$ cat src/hw/rtl/phl_pkg.sv
`default_nettype none

package phl_pkg;

    // default text size limit
    localparam int unsigned MAX_TEXT_BYTES_DEF = 65535;

    // result field widths
    localparam int unsigned POS_W    = 16;
    localparam int unsigned STATUS_W = 2;
    localparam int unsigned CHAR_W   = 8;

    // character codes
    localparam logic [CHAR_W-1:0] CH_DASH    = 8'h2D;
    localparam logic [CHAR_W-1:0] CH_NEWLINE = 8'h0A;
    localparam logic [CHAR_W-1:0] CH_TAB     = 8'h09;
    localparam logic [CHAR_W-1:0] CH_SPACE   = 8'h20;
    localparam logic [CHAR_W-1:0] CH_NUL     = 8'h00;

    // result status codes
    localparam logic [STATUS_W-1:0] ST_OK       = 2'd0;
    localparam logic [STATUS_W-1:0] ST_NO_SEP   = 2'd1;
    localparam logic [STATUS_W-1:0] ST_NO_TITLE = 2'd2;
    localparam logic [STATUS_W-1:0] ST_TOO_LONG = 2'd3;

    typedef struct packed {
        logic [STATUS_W-1:0] status;
        logic [POS_W-1:0]    body_start;
        logic [POS_W-1:0]    picture_length;
        logic [POS_W-1:0]    picture_start;
        logic [POS_W-1:0]    title_length;
        logic [POS_W-1:0]    title_start;
    } result_t;

endpackage

`default_nettype wire

$ cat src/hw/rtl/post_header_locator.sv
`default_nettype none

// channel | dir | tdata (low bits first)                    | tuser  | tlast
// --------+-----+-------------------------------------------+--------+--------------------
// s_axis  | in  | char_value                                | -      | is_end (no byte)
// m_axis  | out | title start+len, picture start+len, body  | status | -
//
// one input beat per cycle while s_tready is high; each text byte is folded into the scan registers as it is taken
// the end beat builds the result combinationally and loads it into the output register,
// so m_tvalid rises in the next cycle unless an earlier result is still held there
// a held result parks the next one in the skid entry; s_tready drops only while it is full
// synchronous active-low reset clears the scan state and both result entries

module post_header_locator #(
    parameter int unsigned MAX_TEXT_BYTES = phl_pkg::MAX_TEXT_BYTES_DEF
) (
    input  wire logic        aclk,
    input  wire logic        aresetn,
    // s_tdata: [7:0] char_value
    input  wire logic [7:0]  s_tdata,
    input  wire logic        s_tlast,
    input  wire logic        s_tvalid,
    output logic             s_tready,
    // m_tdata: [15:0] title_start, [31:16] title_length, [47:32] picture_start,
    //          [63:48] picture_length, [79:64] body_start
    output logic [79:0]      m_tdata,
    // m_tuser: [1:0] status
    output logic [1:0]       m_tuser,
    output logic             m_tvalid,
    input  wire logic        m_tready
);

    import phl_pkg::*;

    // saturating byte counter holds up to MAX_TEXT_BYTES + 1
    localparam int unsigned OFS_W = $clog2(MAX_TEXT_BYTES + 2);

    typedef enum logic [2:0] {
        PH_LEAD,    // leading blanks of a line
        PH_DASH,    // inside a dash run
        PH_TAIL,    // blanks after three or more dashes
        PH_REST,    // plain line content
        PH_BODY,    // after separator, looking for the body
        PH_DONE,    // body found, only counting
        PH_HALT     // text ended by a zero byte
    } phase_t;

    // scan state
    logic [OFS_W-1:0] byte_offset_reg, byte_offset_next;
    phase_t           phase_reg, phase_next;
    logic [1:0]       dash_count_reg, dash_count_next;
    logic [POS_W-1:0] line_first_reg, line_first_next;
    logic [POS_W-1:0] line_last_reg, line_last_next;
    logic             line_has_reg, line_has_next;
    logic [1:0]       lines_taken_reg, lines_taken_next;
    logic [POS_W-1:0] title_begin_reg, title_begin_next;
    logic [POS_W-1:0] title_last_reg, title_last_next;
    logic [POS_W-1:0] picture_begin_reg, picture_begin_next;
    logic [POS_W-1:0] picture_last_reg, picture_last_next;
    logic [POS_W-1:0] region_end_reg, region_end_next;
    logic             sep_seen_reg, sep_seen_next;
    logic [POS_W-1:0] body_offset_reg, body_offset_next;

    // result buffer: output register plus one skid entry
    result_t out_reg, skid_reg;
    logic    out_valid_reg, skid_valid_reg;

    logic             in_fire;
    logic             end_fire;
    logic [OFS_W+POS_W-1:0] ofs_wide;
    logic [POS_W-1:0] pos;
    logic             blank, newline, content, not_full;

    // state as left by end-of-text handling
    logic             fin_sep;
    logic             fin_body_here;
    logic [POS_W-1:0] fin_body;
    result_t          res;

    assign s_tready = !skid_valid_reg;
    assign in_fire  = s_tvalid && s_tready;
    assign end_fire = in_fire && s_tlast;

    // low bits of the offset, zero extended when the counter is narrow
    assign ofs_wide = {{POS_W{1'b0}}, byte_offset_reg};
    assign pos      = ofs_wide[POS_W-1:0];
    assign not_full = (byte_offset_reg <= OFS_W'(MAX_TEXT_BYTES));

    assign blank   = (s_tdata == CH_SPACE) || (s_tdata == CH_TAB);
    assign newline = (s_tdata == CH_NEWLINE);

    // end of text: a pending dash line becomes the separator, body at the end
    always_comb begin
        fin_sep       = sep_seen_reg;
        fin_body_here = 1'b0;
        if (phase_reg != PH_HALT) begin
            if ((phase_reg == PH_DASH && dash_count_reg == 2'd3) ||
                phase_reg == PH_TAIL) begin
                fin_sep       = 1'b1;
                fin_body_here = 1'b1;
            end else if (phase_reg == PH_BODY) begin
                fin_body_here = 1'b1;
            end
        end
        fin_body = fin_body_here ? pos : body_offset_reg;
    end

    // result assembly
    always_comb begin
        res = '0;
        if (!not_full) begin
            res.status = ST_TOO_LONG;
        end else if (!fin_sep) begin
            res.status = ST_NO_SEP;
        end else if (lines_taken_reg == 2'd0) begin
            res.status     = ST_NO_TITLE;
            res.body_start = fin_body;
        end else begin
            res.status       = ST_OK;
            res.title_start  = title_begin_reg;
            res.title_length = title_last_reg - title_begin_reg + POS_W'(1);
            if (lines_taken_reg == 2'd2) begin
                res.picture_start  = picture_begin_reg;
                res.picture_length = picture_last_reg - picture_begin_reg + POS_W'(1);
            end else begin
                res.picture_start  = region_end_reg;
                res.picture_length = '0;
            end
            res.body_start = fin_body;
        end
    end

    // per-byte scan
    always_comb begin
        byte_offset_next   = byte_offset_reg;
        phase_next         = phase_reg;
        dash_count_next    = dash_count_reg;
        line_first_next    = line_first_reg;
        line_last_next     = line_last_reg;
        line_has_next      = line_has_reg;
        lines_taken_next   = lines_taken_reg;
        title_begin_next   = title_begin_reg;
        title_last_next    = title_last_reg;
        picture_begin_next = picture_begin_reg;
        picture_last_next  = picture_last_reg;
        region_end_next    = region_end_reg;
        sep_seen_next      = sep_seen_reg;
        body_offset_next   = body_offset_reg;
        content            = 1'b0;

        if (end_fire) begin
            // back to the reset state for the next text
            byte_offset_next   = '0;
            phase_next         = PH_LEAD;
            dash_count_next    = '0;
            line_first_next    = '0;
            line_last_next     = '0;
            line_has_next      = 1'b0;
            lines_taken_next   = '0;
            title_begin_next   = '0;
            title_last_next    = '0;
            picture_begin_next = '0;
            picture_last_next  = '0;
            region_end_next    = '0;
            sep_seen_next      = 1'b0;
            body_offset_next   = '0;
        end else if (in_fire && phase_reg != PH_HALT) begin
            if (s_tdata == CH_NUL) begin
                // zero byte ends the text early
                sep_seen_next    = fin_sep;
                body_offset_next = fin_body;
                phase_next       = PH_HALT;
            end else begin
                content = (phase_reg inside {PH_LEAD, PH_DASH, PH_TAIL, PH_REST}) &&
                          !newline && !blank;
                if (content) begin
                    if (!line_has_reg) begin
                        line_has_next   = 1'b1;
                        line_first_next = pos;
                    end
                    line_last_next = pos;
                end

                case (phase_reg)
                    PH_LEAD: begin
                        if (s_tdata == CH_DASH) begin
                            dash_count_next = 2'd1;
                            phase_next      = PH_DASH;
                        end else if (!newline && !blank) begin
                            phase_next = PH_REST;
                        end
                    end
                    PH_DASH: begin
                        if (s_tdata == CH_DASH) begin
                            if (dash_count_reg != 2'd3) begin
                                dash_count_next = dash_count_reg + 2'd1;
                            end
                        end else if (newline) begin
                            if (dash_count_reg == 2'd3) begin
                                sep_seen_next = 1'b1;
                                phase_next    = PH_BODY;
                            end
                        end else if (blank && dash_count_reg == 2'd3) begin
                            phase_next = PH_TAIL;
                        end else begin
                            phase_next = PH_REST;
                        end
                    end
                    PH_TAIL: begin
                        if (newline) begin
                            sep_seen_next = 1'b1;
                            phase_next    = PH_BODY;
                        end else if (!blank) begin
                            phase_next = PH_REST;
                        end
                    end
                    PH_BODY: begin
                        if (!newline && !blank) begin
                            body_offset_next = pos;
                            phase_next       = PH_DONE;
                        end
                    end
                    default: begin
                    end
                endcase

                // newline on a line that is not the separator closes it
                if (newline && (phase_reg == PH_LEAD || phase_reg == PH_REST ||
                    (phase_reg == PH_DASH && dash_count_reg != 2'd3))) begin
                    if (line_has_reg) begin
                        if (lines_taken_reg == 2'd0) begin
                            title_begin_next = line_first_reg;
                            title_last_next  = line_last_reg;
                            lines_taken_next = 2'd1;
                        end else if (lines_taken_reg == 2'd1) begin
                            picture_begin_next = line_first_reg;
                            picture_last_next  = line_last_reg;
                            lines_taken_next   = 2'd2;
                        end
                    end
                    region_end_next = pos;
                    line_has_next   = 1'b0;
                    line_first_next = '0;
                    line_last_next  = '0;
                    dash_count_next = '0;
                    phase_next      = PH_LEAD;
                end

                if (not_full) begin
                    byte_offset_next = byte_offset_reg + OFS_W'(1);
                end
            end
        end
    end

    // scan state and result buffer
    always_ff @(posedge aclk) begin
        if (!aresetn) begin
            byte_offset_reg   <= '0;
            phase_reg         <= PH_LEAD;
            dash_count_reg    <= '0;
            line_first_reg    <= '0;
            line_last_reg     <= '0;
            line_has_reg      <= 1'b0;
            lines_taken_reg   <= '0;
            title_begin_reg   <= '0;
            title_last_reg    <= '0;
            picture_begin_reg <= '0;
            picture_last_reg  <= '0;
            region_end_reg    <= '0;
            sep_seen_reg      <= 1'b0;
            body_offset_reg   <= '0;
            out_reg           <= '0;
            skid_reg          <= '0;
            out_valid_reg     <= 1'b0;
            skid_valid_reg    <= 1'b0;
        end else begin
            byte_offset_reg   <= byte_offset_next;
            phase_reg         <= phase_next;
            dash_count_reg    <= dash_count_next;
            line_first_reg    <= line_first_next;
            line_last_reg     <= line_last_next;
            line_has_reg      <= line_has_next;
            lines_taken_reg   <= lines_taken_next;
            title_begin_reg   <= title_begin_next;
            title_last_reg    <= title_last_next;
            picture_begin_reg <= picture_begin_next;
            picture_last_reg  <= picture_last_next;
            region_end_reg    <= region_end_next;
            sep_seen_reg      <= sep_seen_next;
            body_offset_reg   <= body_offset_next;

            if (!out_valid_reg || m_tready) begin
                if (skid_valid_reg) begin
                    out_valid_reg  <= 1'b1;
                    skid_valid_reg <= end_fire;
                    out_reg        <= skid_reg;
                    if (end_fire) begin
                        skid_reg <= res;
                    end
                end else begin
                    out_valid_reg <= end_fire;
                    if (end_fire) begin
                        out_reg <= res;
                    end
                end
            end else if (end_fire) begin
                skid_valid_reg <= 1'b1;
                skid_reg       <= res;
            end
        end
    end

    assign m_tvalid = out_valid_reg;
    assign m_tuser  = out_reg.status;
    assign m_tdata  = {out_reg.body_start, out_reg.picture_length, out_reg.picture_start,
                       out_reg.title_length, out_reg.title_start};

    // skid entry is only ever filled behind a held output
    a_skid_behind_out: assert property (@(posedge aclk) disable iff (!aresetn)
        skid_valid_reg |-> out_valid_reg)
        else $error("skid entry valid with empty output register");

    // after an end beat the output register always holds a valid result in the next cycle
    a_end_gives_result: assert property (@(posedge aclk) disable iff (!aresetn)
        end_fire |=> out_valid_reg)
        else $error("end beat produced no result");

    // scan state restarts after each end beat
    a_restart: assert property (@(posedge aclk) disable iff (!aresetn)
        end_fire |=> (byte_offset_reg == '0 && phase_reg == PH_LEAD && !sep_seen_reg))
        else $error("scan state not cleared after end beat");

    // byte counter saturates one past the limit
    a_offset_sat: assert property (@(posedge aclk) disable iff (!aresetn)
        byte_offset_reg <= OFS_W'(MAX_TEXT_BYTES + 1))
        else $error("byte offset beyond saturation point");

    // body search only starts once a separator is seen
    a_body_after_sep: assert property (@(posedge aclk) disable iff (!aresetn)
        (phase_reg == PH_BODY || phase_reg == PH_DONE) |-> sep_seen_reg)
        else $error("body phase without separator");

endmodule

`default_nettype wire
$ cat config.mk
export PLATFORM = sky130hd
export DESIGN_NAME = post_header_locator
export DESIGN_NICKNAME = d
export VERILOG_FILES = /design/src/hw/rtl/phl_pkg.sv /design/src/hw/rtl/post_header_locator.sv
export SDC_FILE = /design/constraint.sdc
export NUM_CORES = 1
export LEC_CHECK = 0
export BUFFER_PORTS_ARGS = -buffer_cell sky130_fd_sc_hd__buf_2
export CAP_MARGIN = 30
export CORE_AREA = 2 2 167 169
export DETAILED_ROUTE_END_ITERATION = 8
export DIE_AREA = 0 0 169 171
export GPL_TIMING_DRIVEN = 0
export PLACE_DENSITY = 0.87
export SLEW_MARGIN = 20
export SYNTH_ARGS = -nofsm -noshare
export SYNTH_HDL_FRONTEND = slang
export SYNTH_SLANG_ARGS = --single-unit
$ cat constraint.sdc
create_clock -name aclk -period 2.7 [get_ports aclk]
set_input_delay 0.405 -clock aclk [delete_from_list [all_inputs] [get_ports aclk]]
set_output_delay 0.405 -clock aclk [all_outputs]
set_load 0.02 [all_outputs]
==> impl_metrics.ini <==
[sta]
fin_tns_setup_ns = -0.217
relSlewSlack_pct = 27.0
rsz0062_at_grt = true
final-hold-violation-count = 0
drv_slew = 0
setup_viol = 7
timing.final.crit_share_pct = 103
clock_skew_ns = 0.0141
worst_slew_pin_slew_ns = 1.10
layout_setup_ws_ns = -0.0765
fmax_ghz = 0.360
fin_crit_ns = 2.78

[cells_and_area]
final_util_pct = 64.9
fillers = 2125
fin_cells = 2279
drive_above_1_share_pct = 18.0
largest_reg_flops = 82
area_growth_pct = 20.5
num_antenna_cells = 0
finalNetCount = 1987

[logic_synthesis]
synthCells = 1760
synth_edf_count = 0
ys.flop_type = dfxtp_1
avgSynthCellArea_um2 = 8.36
syn_nets = 1836
syn-cell-area_um2 = 14700
synth_top_area_share_pct = 43.5
async_reset_ff_share_pct = 0
synthTopCellsByArea = dfxtp_1 (44%), nand2_1 (5.9%), a21oi_1 (5.7%)
yosysWarningCount = 0
yosys_register_bits = 320
synth.distinct_cells = 64
yosysSeqAreaShare_pct = 43.5
synth_area_leader_cell = dfxtp_1

[die]
ios = 97
die-area_um2 = 28900
start_util_pct = 53.9
coreArea_um2 = 27300
rows = 61
die_w_um = 169
die_y_um = 171

[power]
clkPwrFrac_pct = 43.9
power_uw = 9970
sequentialPowerShare_pct = 48.6
p_leak_uw = 0.00708
p_per_area_nw_per_um2 = 562
comb_power_share_pct = 7.5
switchingPower_uw = 2440
p_sw_share_pct = 24.5
internal_power_uw = 7520
vdd_drop_max_mv = 0.520

[route]
drtPass1Iterations = 6
ant_nets = 0
wl_met3_um = 4650
top_layer_used = met4
wl_per_cell_um = 21.1
post-route-drc-count = 0
routedLengthMet1_um = 18400
route.met2.wl_um = 22100
wl_um = 48100
drt_iter0_drc = 1783
vias = 14300
vias_per_cell = 6.27

[worst_setup_path]
critical_path.top_delay_family = simple AND/OR/NAND/NOR gates
cp_slowest_cell = dfxtp_2
r2r_slack_ns = -0.08
r2r-end = skid_reg[0]$_SDFFE_PN0P_
r2r_cells = 11
path_cells = and4_4, and3_4, ha_4, nand2b_4, o311a_4, o31ai_4, buf_6, nor2_4, buf_2, nand3_1, a21boi_0
arrival_ns = 3.24
worst_path_largest_cell_delay_ns = 0.51
worst-setup-path-type = reg -> reg
cp-start-kind = flip-flop
required_ns = 3.16
endpoint_kind = flip-flop
critPathMaxFanout = 10
crit_buf_inv = 2
reg2reg_from = byte_offset_reg[5]$_SDFFE_PP0P_

[placed_design]
gp_congestion = 1.02
dpl.cell_count = 2201
post-dp-hpwl_um = 33800
io_buffers = 95
post-place-ws_ns = -0.873

[clock_tree]
holdBufCountCts = 0
root_buffer = clkbuf_16
clk_pin_slew_ns = 0.06
numClockSinks = 320
cts_inserted_buffers = 31
cts_tree = done
clkLatencyLatePin_ns = 0.57
cts.path.max_buffers = 3
ctsHtreeMaxLevel = 1

[min_path]
hp-class = in -> reg
hold_end = m_tvalid$_SDFFE_PN0N_
holdPathStages = 3
hold_start = s_tvalid

[global_route]
grt_pass1_wl_um = 71500
grt_max_degree = 15
track_usage_pct = 31.4
grt_pass1_vias = 13400
grt_overflow_total = 0
antenna_found_initial = 0

[run_status]
violations = setup timing
outcome = finished, violations left

[flow_run]
drv_cap = 0
worst reg2reg max path: cells and delay by family, from the launching register on:
kind	cells	cell delay (ns)
AND/OR/NAND/NOR	5	0.97
AO/OA/AOI/OAI	3	0.61
flip-flops	1	0.51
buffers and inverters	2	0.45
adder cells (fa/ha/maj)	1	0.14
per-stage QoR:
stage          hold slack (ns)  instance area [um2]
5_1_grt                  0.279                17700
4_1_cts                  0.242                17200
3_3_place_gp             0.446                15600
3_5_place_dp             0.452                15600
6_report                 0.249                17700
2_1_floorplan            0.436                14700
cell families after synthesis:
family / count (synthesis) / share of synthesized area [%]
simple gates: 613 / 18.8
compound gates: 473 / 20.1
flops: 320 / 43.5
buf+inv: 181 / 4.93
mux: 68 / 4.63
fa+ha+maj: 63 / 5.46
xor+xnor: 42 / 2.50
timing repair:
item	4_1_cts	5_1_grt
endpoints found under the setup margin	164	215
gates resized for setup	107	114
pin swaps	20	30
gates cloned	1	2
setup buffers	22	9
worst max-delay path by stage:
stage | start | endpoint | slack [ns] | cells after the start
2_1_floorplan | byte_offset_reg[9]$_SDFFE_PP0P_ | skid_reg[57]$_SDFFE_PN0P_ | 0.01 | 12
3_3_place_gp | byte_offset_reg[10]$_SDFFE_PP0P_ | m_tdata[27]$_SDFFE_PN0P_ | -0.81 | 13
3_5_place_dp | byte_offset_reg[10]$_SDFFE_PP0P_ | m_tdata[53]$_SDFFE_PN0P_ | -0.87 | 11
4_1_cts | byte_offset_reg[4]$_SDFFE_PP0P_ | m_tdata[56]$_SDFFE_PN0P_ | -0.03 | 13
5_1_grt | title_last_reg[1]$_SDFFE_PP0P_ | m_tdata[27]$_SDFFE_PN0P_ | -0.16 | 13
6_report | byte_offset_reg[5]$_SDFFE_PP0P_ | skid_reg[0]$_SDFFE_PN0P_ | -0.08 | 11
cell usage after synthesis (2+ instances only):
cell / number
a211oi_1: 11
a21boi_0: 41
a21o_1: 9
a21oi_1: 168
a221oi_1: 46
a22oi_1: 25
a31oi_1: 4
a32o_1: 4
a41oi_1: 4
and2_1: 10
and3_1: 14
and4_1: 3
buf_1: 6
buf_2: 19
buf_6: 3
clkbuf_1: 106
dfxtp_1: 320
fa_1: 2
ha_1: 61
inv_1: 46
mux2i_1: 68
nand2_1: 232
nand2b_1: 7
nand3_1: 74
nand3b_1: 2
nand4_1: 8
nor2_1: 157
nor2b_1: 38
nor3_1: 46
nor3b_1: 2
nor4_1: 2
o211a_1: 7
o211ai_1: 7
o21a_1: 5
o21ai_0: 107
o21ai_1: 2
o31a_1: 2
o31ai_1: 20
or3_1: 7
xnor2_1: 20
xor2_1: 22
cells in the final DEF, fill, tap and decap left out, types with 15 or more instances in the layout:
cell type	n
a21boi_0	38
a21oi_1	160
a221oi_1	20
a221oi_2	18
a22oi_1	25
buf_2	111
buf_4	30
clkbuf_1	85
clkbuf_16	32
dfxtp_1	299
dfxtp_2	18
ha_1	48
inv_1	44
mux2i_1	67
nand2_1	232
nand3_1	73
nor2_1	152
nor2b_1	36
nor3_1	41
o21ai_0	97
o31ai_1	16
xnor2_1	15
xor2_1	20
layout make-up:
| type | instances | area, um2 | share of cell area (%) |
|---|---|---|---|
| well taps | 346 | 433 | 2.44 |
| clock buffers | 39 | 846 | 4.77 |
| clock inverters | 16 | 166 | 0.938 |
| inverters | 47 | 176 | 0.995 |
| plain buffers | 123 | 574 | 3.24 |
| multi-input cells | 1260 | 8340 | 47.1 |
| flip-flops and latches | 320 | 6440 | 36.3 |
| repair buffers | 128 | 753 | 4.25 |
layer usage:
| layer | vias up | global-route usage (%) |
|---|---|---|
| li1 | 6478 | - |
| met1 | 6740 | 39.0 |
| met5 | - | 0 |
| met4 | 0 | 18.1 |
| met3 | 197 | 5.37 |
| met2 | 872 | 51.6 |
power by group through the flow:
stage / clock [uW] / sequential, uW / combinational (uW)
after global routing: 4550 / 4850 / 794
after global placement: 0 / 4950 / 642
after detailed placement: 0 / 4950 / 652
after floorplan: 0 / 5040 / 332
final: 4370 / 4850 / 745
after CTS: 4370 / 4850 / 682
(Power assumes the default switching activity.)
